**src/hw/rtl/pbsd_pkg.sv**
```systemverilog
// pbsd_pkg: shared types, constants and helpers of the power button shutdown block
`timescale 1ns / 1ps

package pbsd_pkg;

   // field widths
   localparam int unsigned SpeedWidth     = 24;
   localparam int unsigned ThresholdWidth = 23;
   localparam int unsigned HoldWidth      = 16;
   localparam int unsigned SampleWidth    = 8;
   localparam int unsigned ModeCodeWidth  = 3;
   localparam int unsigned CsrIndexWidth  = 2;
   localparam int unsigned CsrDataWidth   = 23;

   typedef logic signed [SpeedWidth-1:0]     speed_type;
   typedef logic        [SpeedWidth-1:0]     magnitude_type;
   typedef logic        [ThresholdWidth-1:0] threshold_type;
   typedef logic        [HoldWidth-1:0]      hold_type;
   typedef logic        [SampleWidth-1:0]    sample_type;
   typedef logic        [ModeCodeWidth-1:0]  mode_code_type;
   typedef logic        [CsrIndexWidth-1:0]  csr_index_type;
   typedef logic        [CsrDataWidth-1:0]   csr_data_type;

   // register indexes
   localparam csr_index_type CSR_DEBOUNCE_SAMPLES = 2'd0;
   localparam csr_index_type CSR_NORMAL_HOLD      = 2'd1;
   localparam csr_index_type CSR_EMERGENCY_HOLD   = 2'd2;
   localparam csr_index_type CSR_SPEED_THRESHOLD  = 2'd3;

   // register reset values
   localparam sample_type    DEBOUNCE_SAMPLES_RST = 8'd2;
   localparam hold_type      NORMAL_HOLD_RST      = 16'd50;
   localparam hold_type      EMERGENCY_HOLD_RST   = 16'd300;
   localparam threshold_type SPEED_THRESHOLD_RST  = 23'd100;

   localparam hold_type HOLD_MAX = '1;

   // reported mode codes
   localparam mode_code_type MODE_CODE_IDLE      = 3'd0;
   localparam mode_code_type MODE_CODE_HOLDING   = 3'd1;
   localparam mode_code_type MODE_CODE_ARMED     = 3'd2;
   localparam mode_code_type MODE_CODE_FORCE     = 3'd3;
   localparam mode_code_type MODE_CODE_REQUESTED = 3'd4;

   // internal one-hot mode
   typedef enum logic [4:0] {
      MODE_IDLE      = 5'b00001,
      MODE_HOLDING   = 5'b00010,
      MODE_ARMED     = 5'b00100,
      MODE_FORCE     = 5'b01000,
      MODE_REQUESTED = 5'b10000
   } mode_type;

   // configuration as seen by the datapath
   typedef struct packed {
      sample_type    debounce_samples;
      hold_type      normal_hold_ticks;
      hold_type      emergency_hold_ticks;
      threshold_type speed_threshold;
   } cfg_type;

   // one result item
   typedef struct packed {
      logic          keep_power;
      logic          buzzer_level;
      logic          short_beep;
      logic          debounced_press;
      mode_code_type mode_code;
   } result_type;

   // magnitude of a two's complement speed, up to 2^23
   function automatic magnitude_type speed_magnitude(input speed_type speed);
      magnitude_type raw_bits;
      raw_bits = magnitude_type'(speed);
      if (speed[SpeedWidth-1]) begin
         return magnitude_type'(~raw_bits + magnitude_type'(1));
      end
      return raw_bits;
   endfunction

   // reported code of a mode
   function automatic mode_code_type mode_code_of(input mode_type mode);
      case (mode)
         MODE_IDLE:      return MODE_CODE_IDLE;
         MODE_HOLDING:   return MODE_CODE_HOLDING;
         MODE_ARMED:     return MODE_CODE_ARMED;
         MODE_FORCE:     return MODE_CODE_FORCE;
         MODE_REQUESTED: return MODE_CODE_REQUESTED;
         default:        return MODE_CODE_IDLE;
      endcase
   endfunction

endpackage

```
**src/hw/rtl/pbsd_debounce.sv**
```systemverilog
// pbsd_debounce: stability counter that turns the raw button level into a debounced level
`timescale 1ns / 1ps

module pbsd_debounce import pbsd_pkg::*; (
   input  logic       clock,
   input  logic       reset,
   input  logic       step,
   input  logic       raw_level,
   input  sample_type debounce_samples,
   output logic       pressed
);

   logic       last_raw_ff, last_raw_in;
   sample_type stable_count_ff, stable_count_in;
   logic       debounced_ff, debounced_in;

   // count equal samples, restart on a change
   always_comb begin
      last_raw_in = raw_level;
      if (raw_level == last_raw_ff) begin
         if (stable_count_ff < debounce_samples) begin
            stable_count_in = stable_count_ff + sample_type'(1);
         end else begin
            stable_count_in = stable_count_ff;
         end
      end else begin
         stable_count_in = sample_type'(1);
      end
      debounced_in = (stable_count_in >= debounce_samples) ? raw_level : debounced_ff;
      pressed      = debounced_in;
   end

   // state moves on once per item
   always_ff @(posedge clock) begin
      if (reset) begin
         last_raw_ff     <= 1'b0;
         stable_count_ff <= '0;
         debounced_ff    <= 1'b0;
      end else if (step) begin
         last_raw_ff     <= last_raw_in;
         stable_count_ff <= stable_count_in;
         debounced_ff    <= debounced_in;
      end
   end

endmodule

```
**config.mk**
```make
export PLATFORM = sky130hd
export DESIGN_NAME = pbsd_debounce
export DESIGN_NICKNAME = d
export VERILOG_FILES = /design/src/hw/rtl/pbsd_pkg.sv /design/src/hw/rtl/pbsd_debounce.sv
export SDC_FILE = /design/constraint.sdc
export NUM_CORES = 1
export LEC_CHECK = 0
export BUFFER_PORTS_ARGS = -buffer_cell sky130_fd_sc_hd__buf_2
export CORE_MARGIN = 5
export CORE_UTILIZATION = 55
export CTS_BUF_LIST = sky130_fd_sc_hd__clkbuf_4
export CTS_CLUSTER_DIAMETER = 100
export DETAILED_ROUTE_END_ITERATION = 7
export PLACE_DENSITY = 0.8
export SYNTH_ARGS = -nofsm -noshare
export SYNTH_HDL_FRONTEND = slang
export SYNTH_SLANG_ARGS = --single-unit
```
**constraint.sdc**
```tcl
create_clock -name clock -period 7.99 [get_ports clock]
set_input_delay 1.598 -clock clock [delete_from_list [all_inputs] [get_ports clock]]
set_output_delay 1.598 -clock clock [all_outputs]
set_load 0.05 [all_outputs]
```
# --- Word level (Yosys, flattened, before mapping) ---
# Index checks and enable logic that the tools add are counted.
totals:
  reg_bits: 10
  inputBits: 12
  output_inout_bits: 1
  word_cells: 10
op_classes:
  addsub: 1
  n_lt_le_gt_ge: 2
  n_eq_ne: 1
  mux: 3
op_table:
  columns: ["op", "count"]
  rows:
  - ["$mux 8", 2]
  - ["$add 8x1->8 const B", 1]
  - ["$ge 8x8->1", 1]
  - ["$lt 8x8->1", 1]
  - ["$eq 1x1->1", 1]
  - ["$mux 1", 1]

# --- Depth between registers and ports, before layout ---
logic_depth:
  depth_word: 5
  ltp_mapped: 14
  depth_no_buf: 13

# --- Worst setup path after synthesis ---
# Ideal clock, no wire load.
synth_path:
  path_type: "input -> output"
  startpoint: "input port debounce_samples[2]"
  endpoint: "output port pressed"
  arrival_ps: 4497
  required_ps: 6392
  slack_ps: 1895
  stages: 14
  path_buffers: 1
  cell_sequence: "inv_1 -> ha_1 -> a211oi_2 -> o21ai_2 -> a211oi_2 -> buf_2 -> xnor2_1 -> nor2_1 -> ha_1 -> nand2b_1 -> a2111oi_0 -> nor4_1 -> nor2_1 -> mux2_2"
synth_via:
  elab_chain_cells: 5
synth_lines:
  columns: ["item", "line_no", "text"]
  rows:
  - ["start: declaration", "pbsd_debounce.sv:9", "input sample_type debounce_samples,"]
  - ["$lt 8x8->1", "pbsd_debounce.sv:21", "if (stable_count_ff < debounce_samples) begin"]
  - ["$mux 8", "pbsd_debounce.sv:21", null]
  - ["$mux 8", "pbsd_debounce.sv:20", "if (raw_level == last_raw_ff) begin"]
  - ["$ge 8x8->1 (*)", "pbsd_debounce.sv:29", "debounced_in = (stable_count_in >= debounce_samples) ? raw_level : debounced_ff;"]
  - ["$mux 1 (*)", "pbsd_debounce.sv:29", null]
  - ["end: declaration", "pbsd_debounce.sv:10", "output logic pressed"]
# Every way passes the cells marked *; elsewhere a longest branch is shown, timed or not.

# --- Worst setup path after layout ---
# Same ends and word-level chain as after synthesis.

==> metrics.csv <==
metric,value,unit
synth_edf_count,0,
leakage,0.000552,uW
post-route-period-util,0.849,
cp_slowest_cell,a211oi_2,
critPathCapture,pressed,
ir_drop,0.0756,mV
cts_tree,built,
skew,0.00321,ns
cts.clk_slew.worst_paths,0.07,ns
synth_top_area_share,0.181,
cts_inserted_buffers,3,
final-max-slew-violation-count,0,
p_seq_frac,0.458,
reg2reg_slack,4.33,ns
async_flop_share,0,
vias_per_cell,6.08,
grt_pass1_vias,1023,
synth_mux_area_frac,0.0464,
wl_per_cell,14.0,um
dieArea,3010,um2
crit_path_max_fanout,16,
cellInternalPower,78.2,uW
synth.yosys.warnings,0,
finish.utilization,0.613,
synth_top_family_by_area,simple AND/OR/NAND/NOR gates,
status,"complete, no violations",
n_antenna_cell,0,
netlist.top_cell.by_area,dfxtp_1,
fillerInstances,198,
p_sw,35.8,uW
area_delta_synth_final,7.69,%
num_rows,16,
postSynthAreaPerCell,7.58,um2
power_density,95.7,nW/um2
grt_use_total,0.198,
port_buffers,12,
clock_sinks,10,
ant_nets,0,
power,114,uW
ys_seq_area_frac,0.181,
crit_cells,15,
dp_hpwl,1970,um
root_buffer,clkbuf_4,
grt_pass1_wl,4290,um
placed_area,1170,um2
synthFlopType,dfxtp_1,
crit_arrival,5.18,ns
setup_violations,0,
post-route-min-period,6.78,ns
hold_violations,0,
ioPinCount,13,
core_area,1940,um2
fin_tns_setup,0,ns
cts_buffer_depth,2,
worstPathRequired,6.39,ns
synth_common_cells,"16 x ha_1, 15 x nand2_1, 13 x nor2_1",
ys_ff_latch,10,
drt_first_pass_iters,4,
path_class,input pin to output port,
critical_path_buf_inv_count,3,
r2r-end,debounced_ff,
synth_cell_type_count,41,
post_cts_buffers,0,
vias,1101,
synth_compound_gate_area_share,0.252,
die_w,54.8,um
routed_wirelength,2530,um
comb_power_share,0.230,
initial_core_util,0.570,
drc,0,
synth-xor-area-share,0.0238,
hp-class,flip-flop to flip-flop,
netlist_area,1110,um2
synthAdderAreaFrac,0.181,
fin_area,1190,um2
fin_nets,184,
syn_nets,174,
cts_hold_buf,0,
overflow,0,
syn_inst,146,
endpoint_kind,output port,
switching_share,0.314,
pwr-share-clk,0.312,
first_iter_violations,51,
max_stage_delay,0.86,ns
cts_resized,0,
tightestPinTransition,1.01,ns
drive_gt1_frac,0.143,
r2r_cells,12,
max_freq,0.147,GHz
rsz0062_at_grt,false,
synth_most_common_cell,ha_1,
yosys.area_share.simple,0.253,
crit_family,compound AO/OA/AOI/OAI gates,
grt_max_degree,17,
cap_violations,0,
relSlewSlack,0.323,
critPathLaunch,debounce_samples[2],
clock_latency,0.27,ns
htreeDepth,1,
synth.area.top_cells,"dfxtp_1 18%, ha_1 18%, nand2_1 5.1%",
r2r-start,stable_count_ff[2],
die_h,54.8,um
startpoint_type,input pin,
antenna_found_initial,0,
gp_congestion,0.852,
path_cells,buf_2 > inv_1 > ha_1 > a211oi_2 > o21ai_2 > a211oi_2 > xnor2_1 > nor2_1 > ha_1 > nand2b_1 > a2111oi_0 > nor4_1 > nor2_1 > mux2_2 > buf_2,
==> logic make-up (layout without fill, tap and decap cells) <==
logic type / after synthesis / count (layout)
buffers and inverters: 17 / 25
adder cells (fa/ha/maj): 16 / 16
XOR/XNOR: 3 / 3
AO/OA/AOI/OAI: 39 / 39
multiplexers: 5 / 5
flip-flops: 10 / 10
AND/OR/NAND/NOR: 56 / 56
==> placed cells by master, fill, tap and decap left out, drive strengths merged, types with 4 or more instances in the layout <==
| master | count |
|---|---|
| nand2b | 4 |
| nor2 | 13 |
| nand4 | 4 |
| or3 | 5 |
| o21ai | 8 |
| a21oi | 10 |
| buf | 12 |
| o211ai | 4 |
| nand3 | 4 |
| inv | 10 |
| mux2i | 4 |
| nand2 | 15 |
| dfxtp | 10 |
| ha | 16 |
==> final cells by class <==
class / count / area [um2] / area share
sequential: 10 / 200 / 0.168
multi-input combinational: 119 / 837 / 0.703
tap: 27 / 33.8 / 0.0284
clock buffer: 3 / 22.5 / 0.0189
inverter: 10 / 37.5 / 0.0315
timing repair buffer: 12 / 60.1 / 0.0504
==> routing by layer <==
| layer | up-vias | GRT usage | share of wire |
|---|---|---|---|
| met3 | 7 | 0.0354 | 0.050 |
| met5 | - | 0 | 0 |
| met1 | 507 | 0.262 | 0.48 |
| li1 | 557 | - | - |
| met4 | 0 | 0.0664 | 0.011 |
| met2 | 30 | 0.319 | 0.46 |
==> how the worst min path moves through the flow <==
stage / cells after the start / endpoint / from
after floorplan: 2 / debounced_ff / debounced_ff
after global placement: 2 / debounced_ff / debounced_ff
after detailed placement: 2 / debounced_ff / debounced_ff
after CTS: 2 / debounced_ff / debounced_ff
after global routing: 2 / debounced_ff / debounced_ff
final: 2 / debounced_ff / debounced_ff
==> metrics by stage <==
stage	cells	setup WS, ns	hold slack, ns
5_1_grt	181	1.02	0.510
6_report	181	1.21	0.474
3_5_place_dp	178	1.24	0.467
2_1_floorplan	146	1.89	0.448
3_3_place_gp	178	1.34	0.457
4_1_cts	181	1.24	0.478
==> tightest hold or removal path: cells and delay by family, from the launching register on <==
family	cells	cell delay [ns]
flops	1	0.31
simple gates	1	0.06
mux	1	0.06
==> power groups by stage <==
stage	clock (uW)	sequential [uW]	combinational, uW
after CTS	36.4	52.1	25.9
after global placement	0	53.3	24.7
after floorplan	0	53.0	18.4
after global routing	38.0	52.3	30.2
final	35.6	52.2	26.2
after detailed placement	0	53.3	25.8
==> sequential cells by signal, summed over array words and instances (netlist names) <==
register and count:
debounced_ff 1, last_raw_ff 1, stable_count_ff 8
Note: power is estimated with default switching activity, not from simulation.
