<file path="config.mk">
export PLATFORM = sky130hd
export DESIGN_NAME = pbsd_mode_fsm
export DESIGN_NICKNAME = d
export VERILOG_FILES = /design/src/hw/rtl/pbsd_pkg.sv /design/src/hw/rtl/pbsd_mode_fsm.sv
export SDC_FILE = /design/constraint.sdc
export NUM_CORES = 1
export LEC_CHECK = 0
export BUFFER_PORTS_ARGS = -buffer_cell sky130_fd_sc_hd__buf_4
export CAP_MARGIN = 40
export CORE_MARGIN = 2
export CORE_UTILIZATION = 58
export DETAILED_ROUTE_END_ITERATION = 6
export GPL_TIMING_DRIVEN = 1
export PLACE_DENSITY = 0.88
export SLEW_MARGIN = 10
export SYNTH_ARGS = -nofsm -noshare
export SYNTH_HDL_FRONTEND = slang
export SYNTH_SLANG_ARGS = --single-unit
export TNS_END_PERCENT = 1
</file>
<file path="constraint.sdc">
create_clock -name clock -period 13 [get_ports clock]
set_clock_uncertainty 0.2 [all_clocks]
set_input_delay 0.65 -clock clock [delete_from_list [all_inputs] [get_ports clock]]
set_output_delay 0.65 -clock clock [all_outputs]
set_load 0.02 [all_outputs]
</file>
<file path="src/hw/rtl/pbsd_pkg.sv">
// pbsd_pkg: shared types, constants and helpers of the power button shutdown block
`timescale 1ns / 1ps

package pbsd_pkg;

   // field widths
   localparam int unsigned SpeedWidth     = 24;
   localparam int unsigned ThresholdWidth = 23;
   localparam int unsigned HoldWidth      = 16;
   localparam int unsigned SampleWidth    = 8;
   localparam int unsigned ModeCodeWidth  = 3;
   localparam int unsigned CsrIndexWidth  = 2;
   localparam int unsigned CsrDataWidth   = 23;

   typedef logic signed [SpeedWidth-1:0]     speed_type;
   typedef logic        [SpeedWidth-1:0]     magnitude_type;
   typedef logic        [ThresholdWidth-1:0] threshold_type;
   typedef logic        [HoldWidth-1:0]      hold_type;
   typedef logic        [SampleWidth-1:0]    sample_type;
   typedef logic        [ModeCodeWidth-1:0]  mode_code_type;
   typedef logic        [CsrIndexWidth-1:0]  csr_index_type;
   typedef logic        [CsrDataWidth-1:0]   csr_data_type;

   // register indexes
   localparam csr_index_type CSR_DEBOUNCE_SAMPLES = 2'd0;
   localparam csr_index_type CSR_NORMAL_HOLD      = 2'd1;
   localparam csr_index_type CSR_EMERGENCY_HOLD   = 2'd2;
   localparam csr_index_type CSR_SPEED_THRESHOLD  = 2'd3;

   // register reset values
   localparam sample_type    DEBOUNCE_SAMPLES_RST = 8'd2;
   localparam hold_type      NORMAL_HOLD_RST      = 16'd50;
   localparam hold_type      EMERGENCY_HOLD_RST   = 16'd300;
   localparam threshold_type SPEED_THRESHOLD_RST  = 23'd100;

   localparam hold_type HOLD_MAX = '1;

   // reported mode codes
   localparam mode_code_type MODE_CODE_IDLE      = 3'd0;
   localparam mode_code_type MODE_CODE_HOLDING   = 3'd1;
   localparam mode_code_type MODE_CODE_ARMED     = 3'd2;
   localparam mode_code_type MODE_CODE_FORCE     = 3'd3;
   localparam mode_code_type MODE_CODE_REQUESTED = 3'd4;

   // internal one-hot mode
   typedef enum logic [4:0] {
      MODE_IDLE      = 5'b00001,
      MODE_HOLDING   = 5'b00010,
      MODE_ARMED     = 5'b00100,
      MODE_FORCE     = 5'b01000,
      MODE_REQUESTED = 5'b10000
   } mode_type;

   // configuration as seen by the datapath
   typedef struct packed {
      sample_type    debounce_samples;
      hold_type      normal_hold_ticks;
      hold_type      emergency_hold_ticks;
      threshold_type speed_threshold;
   } cfg_type;

   // one result item
   typedef struct packed {
      logic          keep_power;
      logic          buzzer_level;
      logic          short_beep;
      logic          debounced_press;
      mode_code_type mode_code;
   } result_type;

   // magnitude of a two's complement speed, up to 2^23
   function automatic magnitude_type speed_magnitude(input speed_type speed);
      magnitude_type raw_bits;
      raw_bits = magnitude_type'(speed);
      if (speed[SpeedWidth-1]) begin
         return magnitude_type'(~raw_bits + magnitude_type'(1));
      end
      return raw_bits;
   endfunction

   // reported code of a mode
   function automatic mode_code_type mode_code_of(input mode_type mode);
      case (mode)
         MODE_IDLE:      return MODE_CODE_IDLE;
         MODE_HOLDING:   return MODE_CODE_HOLDING;
         MODE_ARMED:     return MODE_CODE_ARMED;
         MODE_FORCE:     return MODE_CODE_FORCE;
         MODE_REQUESTED: return MODE_CODE_REQUESTED;
         default:        return MODE_CODE_IDLE;
      endcase
   endfunction

endpackage

</file>
<file path="src/hw/rtl/pbsd_mode_fsm.sv">
// pbsd_mode_fsm: hold counter and five-mode shutdown machine
`timescale 1ns / 1ps

module pbsd_mode_fsm import pbsd_pkg::*; (
   input  logic       clock,
   input  logic       reset,
   input  logic       step,
   input  logic       pressed,
   input  speed_type  motor_speed,
   input  cfg_type    cfg,
   output result_type result
);

   mode_type      mode_ff, mode_in;
   hold_type      hold_ff, hold_in;
   logic          buzzer_ff, buzzer_in;
   logic          keep;
   logic          beep;
   hold_type      hold_inc;
   magnitude_type spd;
   magnitude_type limit;
   logic          slow;
   logic          fast;

   // speed compares against the threshold
   always_comb begin
      spd   = speed_magnitude(motor_speed);
      limit = magnitude_type'(cfg.speed_threshold);
      slow  = spd < limit;
      fast  = spd > limit;
      hold_inc = (hold_ff < HOLD_MAX) ? hold_ff + hold_type'(1) : hold_ff;
   end

   // next mode, hold count and buzzer
   always_comb begin
      mode_in   = mode_ff;
      hold_in   = hold_ff;
      buzzer_in = buzzer_ff;
      keep      = 1'b1;
      beep      = 1'b0;
      case (mode_ff)
         MODE_IDLE: begin
            if (pressed) begin
               hold_in = hold_type'(1);
               mode_in = MODE_HOLDING;
            end else begin
               hold_in = '0;
            end
         end
         MODE_HOLDING: begin
            if (!pressed) begin
               hold_in   = '0;
               buzzer_in = 1'b0;
               mode_in   = MODE_IDLE;
            end else begin
               hold_in = hold_inc;
               if (hold_inc > cfg.normal_hold_ticks) begin
                  if (slow) begin
                     hold_in   = '0;
                     mode_in   = MODE_ARMED;
                     beep      = 1'b1;
                     buzzer_in = 1'b0;
                  end else if (hold_inc > cfg.emergency_hold_ticks) begin
                     buzzer_in = 1'b1;
                     hold_in   = '0;
                     mode_in   = MODE_FORCE;
                  end
               end
            end
         end
         MODE_ARMED: begin
            if (fast) begin
               hold_in   = '0;
               buzzer_in = 1'b0;
               mode_in   = MODE_IDLE;
            end else if (!pressed) begin
               buzzer_in = 1'b0;
               mode_in   = MODE_REQUESTED;
               keep      = 1'b0;
            end
         end
         MODE_FORCE: begin
            if (!pressed) begin
               buzzer_in = 1'b0;
               mode_in   = MODE_REQUESTED;
               keep      = 1'b0;
            end
         end
         MODE_REQUESTED: begin
            buzzer_in = 1'b0;
            keep      = 1'b0;
         end
         default: begin
            hold_in   = '0;
            buzzer_in = 1'b0;
            mode_in   = MODE_IDLE;
         end
      endcase

      result.keep_power      = keep;
      result.buzzer_level    = buzzer_in;
      result.short_beep      = beep;
      result.debounced_press = pressed;
      result.mode_code       = mode_code_of(mode_in);
   end

   // state moves on once per item
   always_ff @(posedge clock) begin
      if (reset) begin
         mode_ff   <= MODE_IDLE;
         hold_ff   <= '0;
         buzzer_ff <= 1'b0;
      end else if (step) begin
         mode_ff   <= mode_in;
         hold_ff   <= hold_in;
         buzzer_ff <= buzzer_in;
      end
   end

endmodule

</file>
* After elaboration in Yosys (flattened, before gate mapping)
Index checks and enable logic that the tools add are counted.
Operators by class: add/sub/neg operators 2, $lt $le $gt $ge 5, equality and inequality tests 10, multiplexer cells 34, bitwise gates (word level) 2, reduce and logical (&&, ||, !) cells 2
Operators by type and width (number):
- $mux W16 | 6
- $pmux W16 S4 | 1
- $mux W24 | 2
- $mux W5 | 7
- $gt A16 B16 Y1 | 2
- $pmux W5 S5 | 1
- $add A24 B1 Y24 const B | 1
- $gt A24 B23 Y1 | 1
- $lt A24 B23 Y1 | 1
- $not A24 Y24 | 1
- $add A16 B1 Y16 const B | 1
- $lt A16 B16 Y1 const B | 1
- $mux W1 | 14
- $pmux W3 S4 | 1
- $eq A5 B2 Y1 const B | 2
- $eq A5 B3 Y1 const B | 2
- $eq A5 B4 Y1 const B | 2
- $eq A5 B5 Y1 const B | 2
- $eq A5 B1 Y1 const B | 1
- $pmux W1 S4 | 1
- $pmux W1 S3 | 1
- $reduce_and A3 Y1 | 1
- $ne A2 B2 Y1 const B | 1
- $reduce_or A2 Y1 | 1
- $not A1 Y1 | 1
Storage, ports and cells: register bits 22, input bits 91, output and inout bits 7, logic and storage cells 58

* Longest topological paths before layout
Gate-level depths: netlist (run 1).
depth after elaboration 11, depth in mapped cells 19, depth with buffers taken out 17

* Worst setup path before layout (run 1)
No wires, ideal clock.
path type input-to-output, from input motor_speed[5], to output result[1] (netlist name), arrival time 4.294 ns, required time 12.150 ns, path slack 7.856 ns, cell stages on the path 15, buffers on the path 0, cell sequence nor4_2 nand3b_1 or4_1 or2_2 o41ai_1 xnor2_1 ha_1 nand4_1 nor4_1 a21boi_0 o31ai_2 a21oi_4 nor2_1 a41oi_1 a31oi_1
RTL lines:
- start, declared | RTL line pbsd_mode_fsm.sv:9 | input speed_type motor_speed,
- end, declared | RTL line pbsd_mode_fsm.sv:11 | output result_type result

==> results of run 1 <==
==> power by group <==
group          internal, uW  switching [uW]
logic                  42.3            41.6
clock network          41.2            25.6
registers              68.1            1.27
==> metrics by stage <==
step / utilization, % / cell area [um^2] / std cells / setup WS [ns] / hold slack [ns]
3_3_place_gp: 72.7 / 4080 / 602 / 7.34 / 0.290
2_1_floorplan: - / 3410 / 457 / 7.86 / 0.279
3_5_place_dp: 72.7 / 4080 / 602 / 7.25 / 0.298
4_1_cts: 73.9 / 4150 / 606 / 7.22 / 0.309
5_1_grt: 73.9 / 4150 / 606 / 6.86 / 0.364
6_report: 73.9 / 4150 / 606 / 7.12 / 0.314
==> cells by family (layout without fill, tap and decap cells) <==
group,after synthesis,count (layout),share of synthesized area (%)
AOI/OAI and AO/OA,111,111,23.1
xor gates and xnor gates,33,33,8.47
adders and majority gates,57,57,20.9
buffers and inverters,75,152,9.24
DFF,22,22,12.9
muxes,2,2,0.624
and+or+nand+nor,157,157,24.7
==> worst paths after layout <==
| check | to | slack, ns |
|---|---|---|
| hold reg to reg | buzzer_ff | 0.31 |
| setup reg to reg | hold_ff[13] | 7.97 |
| hold / removal | buzzer_ff | 0.31 |
| setup / recovery | result[1] | 7.12 |
==> cells in the final DEF (no fill, tap or decap), types with 2 or more instances in the layout <==
cell type  instances
buf_4             89
inv_1             59
ha_1              57
nand2_1           39
xnor2_1           31
a21oi_1           30
dfxtp_1           22
nand3_1           19
nor2_1            18
o21ai_0           18
nand4_1           16
nor3_1            12
nand2b_1           9
nor4_1             9
and3_1             8
a22o_1             8
o21a_1             6
a31oi_1            5
or3_1              5
o31ai_1            5
o41ai_1            5
nor2b_1            4
o211ai_1           4
a221oi_1           3
a211o_2            3
clkbuf_8           3
a2111o_1           2
o221ai_1           2
a21o_1             2
or2_1              2
nor3_2             2
a41oi_1            2
and4_1             2
nand3b_1           2
xor2_1             2
==> flip-flops by register name, indices dropped and copies added (netlist names) <==
signal	flops
hold_ff	16
buzzer_ff	1
mode_ff	5
==> per-layer routing <==
metal | vias to the layer above | global-route usage, %
met1 | 1730 | 32.0
met2 | 141 | 54.7
met3 | 21 | 3.60
li1 | 1824 | -
met5 | - | 0
met4 | 0 | 7.80
==> worst max-delay path: stages <==
cell,delay [ns]
buf_4,0.13
nor4_2,0.51
nand3b_1,0.15
or4_1,0.45
or2_2,0.30
o41ai_1,0.32
xnor2_1,0.12
ha_1,0.30
nand4_1,0.16
nor4_1,0.41
nor4bb_1,0.47
a21oi_4,0.08
nor2_1,0.38
a41oi_1,0.14
a31oi_1,0.27
buf_4,0.18
==> area by class of cell <==
type	instances	area, um^2	area share, %
Timing Repair Buffer	89	668	16.1
Clock inverter	1	30.0	0.724
Inverter	59	221	5.34
Sequential cell	22	440	10.6
Tap cell	72	90.1	2.17
Clock buffer	3	41.3	0.996
Multi-Input combinational cell	360	2660	64.0
==> results.md, run 1 <==
- Critical Path End Type: primary output
- Post-synthesis register bit count: 22
- Commonest cells post-synth: 59 x inv_1, 57 x ha_1, 39 x nand2_1
- CTS Buffer Depth: 2
- Post-cts resize count: 0
- Routed wire length: 8980 um
- Largest net degree at the start of global routing: 25
- Setup_tns: 0 ns
- H-tree depth: 1
- Metal3 WL: 507 um
- Lkg Pwr: 0.00202 uW
- Crit path launch type: input port
- Maximum vdd drop: 0.0000546 V
- Hold Path Depth: 2
- FMAX: 0.170 GHz
- CTS buffer count: 3
- Via count: 3,716
- Met1 wire length: 3760 um
- Sequential area share after synthesis: 12.9%
- WP data arrival: 5.03 ns
- CP max FO: 6
- Drt initial violations: 286
- Synth Cell Area: 0.00341 mm^2
- Starting Density: 60.8%
- Synth async-reset ratio: 0%
- FILL cells: 457
- Origin of the worst setup path: motor_speed[5]
- Area Growth Syn to Fin: 21.6%
- Power per cell area: 53.1 mW/mm^2
- Tightest Pin Transition: 0.762 ns
- Hold_buf cts: 0
- Mapped Nets: 605
- Die area: 0.00651 mm^2
- Status: finished clean
- Buffers on Ports: 89
- CP Class: in2out
- Gpl congestion: 0.886
- Post-Syn Area per Cell: 7.46 um^2
- Total congestion overflow: 0
- Cell count after synthesis: 457
- Top Layer Used: met4
- Overall power: 220 uW
- Share of cells above drive strength 1: 21.2%
- DR DRC count: 0
- Worst skew pair latency: 0.27 ns
- Final slew viol count: 0
- Cell taking the most area after synthesis: ha_1
- I/O pins: 98
- Clock Sinks: 22
- Max_cap viols: 0
- First-pass GRT wire length: 15,000 um
- Clock slew at reported path FFs: 0.09 ns
- FF-to-FF Start: hold_ff[6]
- RSZ-0062 raised after global routing: no
- Setup Fix Bufs, Post-CTS: 0
- Final setup fails: 0
- Fin. Hold Viols: 0
- Worst Reg-to-Reg Cells: 16
- HP Start: buzzer_ff
- Number of global-route vias before repair: 3,621
- All-layer global routing usage: 28.3%
- Post-route ant nets: 0
- Required time of the critical path: 12.15 ns
- CTS tree: done
- Commonest register cell after synthesis: dfxtp_1
- # diodes: 0
- Yosys top cell area share: 20.9%
- Unique masters post-synth: 65
- Routed length per instance: 14.8 um
- Hold crit path type: reg2reg
- Die Y: 80.7 um
- Core ar.: 0.00561 mm^2
- Vias per inst: 6.13
- Number of synthesized flops with an enable pin: 0
- Met2 routed WL: 4530 um
- Hpwl dp: 7500 um
- Crit share post-route: 45.2%
- Min Tclk post-route: 5.88 ns
- Pre-Repair DR Iteration Count: 5
- Die Wd: 80.7 um
- Worst slew margin: 48.7%
- Total of warnings raised by yosys: 0
- Most common cell in the netlist: inv_1
- Core Rows: 27
- Initial antenna violation count: 0
- CTS root buffer: clkbuf_8
- Nets@finish: 683
- Synth top area cells: ha_1 21%, dfxtp_1 13%, xnor2_1 8.0%
No activity file was read; power rests on OpenSTA's default activity.
==> run 2, diff against run 1 <==
--- a/config.mk
+++ b/config.mk
@@ -8,10 +8,10 @@
 export BUFFER_PORTS_ARGS = -buffer_cell sky130_fd_sc_hd__buf_4
 export CAP_MARGIN = 40
 export CORE_MARGIN = 2
-export CORE_UTILIZATION = 58
+export CORE_UTILIZATION = 49
 export DETAILED_ROUTE_END_ITERATION = 6
 export GPL_TIMING_DRIVEN = 1
-export PLACE_DENSITY = 0.88
+export PLACE_DENSITY = 0.79
 export SLEW_MARGIN = 10
 export SYNTH_ARGS = -nofsm -noshare
 export SYNTH_HDL_FRONTEND = slang
==> constraint.sdc (replaced) <==
create_clock -name clock -period 4.96 [get_ports clock]
set_clock_uncertainty 0.2 [all_clocks]
set_input_delay 0.248 -clock clock [delete_from_list [all_inputs] [get_ports clock]]
set_output_delay 0.248 -clock clock [all_outputs]
set_load 0.02 [all_outputs]
==> run 2 against run 1 <==
Via count shrank 2.1%. Sequential share of layout area shrank 0.34 points. Die area grew 17%. Cell count grew 2.8%. Register-to-register slack lost 7.5 ns. Setup slack lost 6.8 ns. Utilization shrank 10 points. Sequential power grew to 2.6 times the previous value. Sequential cell count is the same. Highest routed layer unchanged. Clock power grew to 2.6 times the previous value.
==> results.md, run 2 (synthesis gave the netlist of run 1 again) <==
- Final core occ: 63.6%
- Die Y: 87.4 um
- Hpwl dp: 7350 um
- Lkg Pwr: 0.00208 uW
- CP Class: reg2out
- Ordered list of cells on the worst path: and4_1, and3_1, and3_1, nand2_2, nand3_1, or2_1, xnor2_2, ha_1, nand4_1, nor2_1, a221oi_2, a31oi_2, a22oi_2, a21oi_1, a31oi_1, buf_4
- Slowest cell on crit path: a221oi_2
- Fin. Hold Viols: 0
- H-tree depth: 1
- Min Tclk post-route: 4.67 ns
- FF-to-FF Start: hold_ff[8]
- Number of global-route vias before repair: 3,456
- Crit path launch type: flip-flop
- Most frequent cells in the layout: 98 x buf_4, 59 x inv_1, 57 x ha_1
- Max FFs per register: 16
- Drt initial violations: 166
- Power per cell area: 134 mW/mm^2
- Status: finished clean
- Crit share post-route: 94.2%
- Gpl congestion: 0.930
- Die Wd: 87.4 um
- Core Rows: 30
- Final slew viol count: 0
- Clock slew at reported path FFs: 0.08 ns
- Post-route setup slack: 0.287 ns
- Critical path's most frequent cell: and3_1
- Largest stage delay, worst path: 0.42 ns
- Required time of the critical path: 4.51 ns
- Routed length per instance: 14.4 um
- Max_cap viols: 0
- Worst skew pair latency: 0.27 ns
- Pre-CTS setup slack: 0.260 ns
- Vias per inst: 5.84
- Largest net degree at the start of global routing: 25
- Nets@finish: 692
- Starting Density: 50.5%
- Post-route ant nets: 0
- FMAX: 0.214 GHz
- Buffers on Ports: 89
- Initial antenna violation count: 0
- Share of cells above drive strength 1: 24.3%
- Final setup fails: 0
- Pre-Repair DR Iteration Count: 5
- Origin of the worst setup path: hold_ff[8]
- First-pass GRT wire length: 14,500 um
- Area Growth Syn to Fin: 26.0%
- # diodes: 0
- CTS Buffer Depth: 2
- Clock Sinks: 22
- Routed wire length: 8960 um
- Biggest register: hold_ff
- Hold crit path type: in2reg
- Worst slew margin: 42.2%
- Final Instance Area: 0.00430 mm^2
- Hold_ws: 0.0363 ns
- Core ar.: 0.00676 mm^2
- CTS buffer count: 3
- Total congestion overflow: 0
- Dpl cell area: 0.00414 mm^2
- Die area: 0.00764 mm^2
- HP Start: reset
- All-layer global routing usage: 23.3%
- WP data arrival: 4.23 ns
- DR DRC count: 0
- I/O pins: 98
- CTS root buffer: clkbuf_8
- Critical Path End Type: primary output
- Most common cell after layout, fill and taps aside: buf_4
- CTS tree: done
- Maximum vdd drop: 0.000102 V
- Hold_buf cts: 0
- Via count: 3,637
- Top Registers: hold_ff x16, mode_ff x5, buzzer_ff x1
- CP max FO: 6
- Tightest Pin Transition: 0.859 ns
run 2: cell count changes in the layout (fill, tap and decap cells not counted), sizes merged:
cell | before | now
buf | 89 | 98
run 2: layout make-up:
| type | instances | area, um^2 |
|---|---|---|
| clock inverter | 1 | 30.0 |
| sequential | 22 | 442 |
| fill | 617 | 2460 |
| multi-input combinational | 360 | 2730 |
| timing repair buffer | 98 | 736 |
| inverter | 59 | 221 |
| tap | 80 | 100 |
| clock buffer | 3 | 41.3 |
run 2: where the power goes:
group	leakage (uW)	switching, uW	total, uW	internal [uW]
logic	0.00187	110	222	112
registers	0.000178	3.48	182	178
clock network	0.0000357	64.5	173	108
total	0.00208	178	576	398
run 2: worst max-delay path: cells and delay by family, from the launching register on:
kind	cells	cell delay, ns
AOI/OAI and AO/OA	5	1.25
xor gates and xnor gates	1	0.23
adders and majority gates	1	0.30
buffers and inverters	1	0.18
DFF	1	0.36
and+or+nand+nor	8	1.63
run 2: metal layers:
| layer | up-vias | part of all wire [%] | GRT usage [%] |
|---|---|---|---|
| met1 | 1642 | 42 | 27.2 |
| met3 | 20 | 5.6 | 3.70 |
| met2 | 132 | 50 | 43.3 |
| met5 | - | 0 | 0 |
| li1 | 1843 | - | - |
| met4 | 0 | 2.4 | 6.57 |
run 2: per-stage QoR:
| stage | TNS [ns] | total power [uW] | instances |
|---|---|---|---|
| after global routing | -0.0202 | 615 | 623 |
| after CTS | 0 | 574 | 621 |
| after global placement | 0 | 394 | 617 |
| after detailed placement | 0 | 402 | 617 |
| after floorplan | 0 | 315 | 457 |
| final | 0 | 576 | 623 |
run 2: path summary, 6_finish.rpt:
path | end | slack, ns | depth (start not counted)
worst max-delay path | result[0] | 0.29 | 16
worst min-delay path | mode_ff[3] | 0.04 | 2
worst max register to register | hold_ff[10] | 0.49 | 17
worst min register to register | buzzer_ff | 0.31 | 2
run 2: repair_timing:
item	in CTS	in global routing
setup buffers	0	2
setup endpoints to repair	0	5
resized for setup	0	13
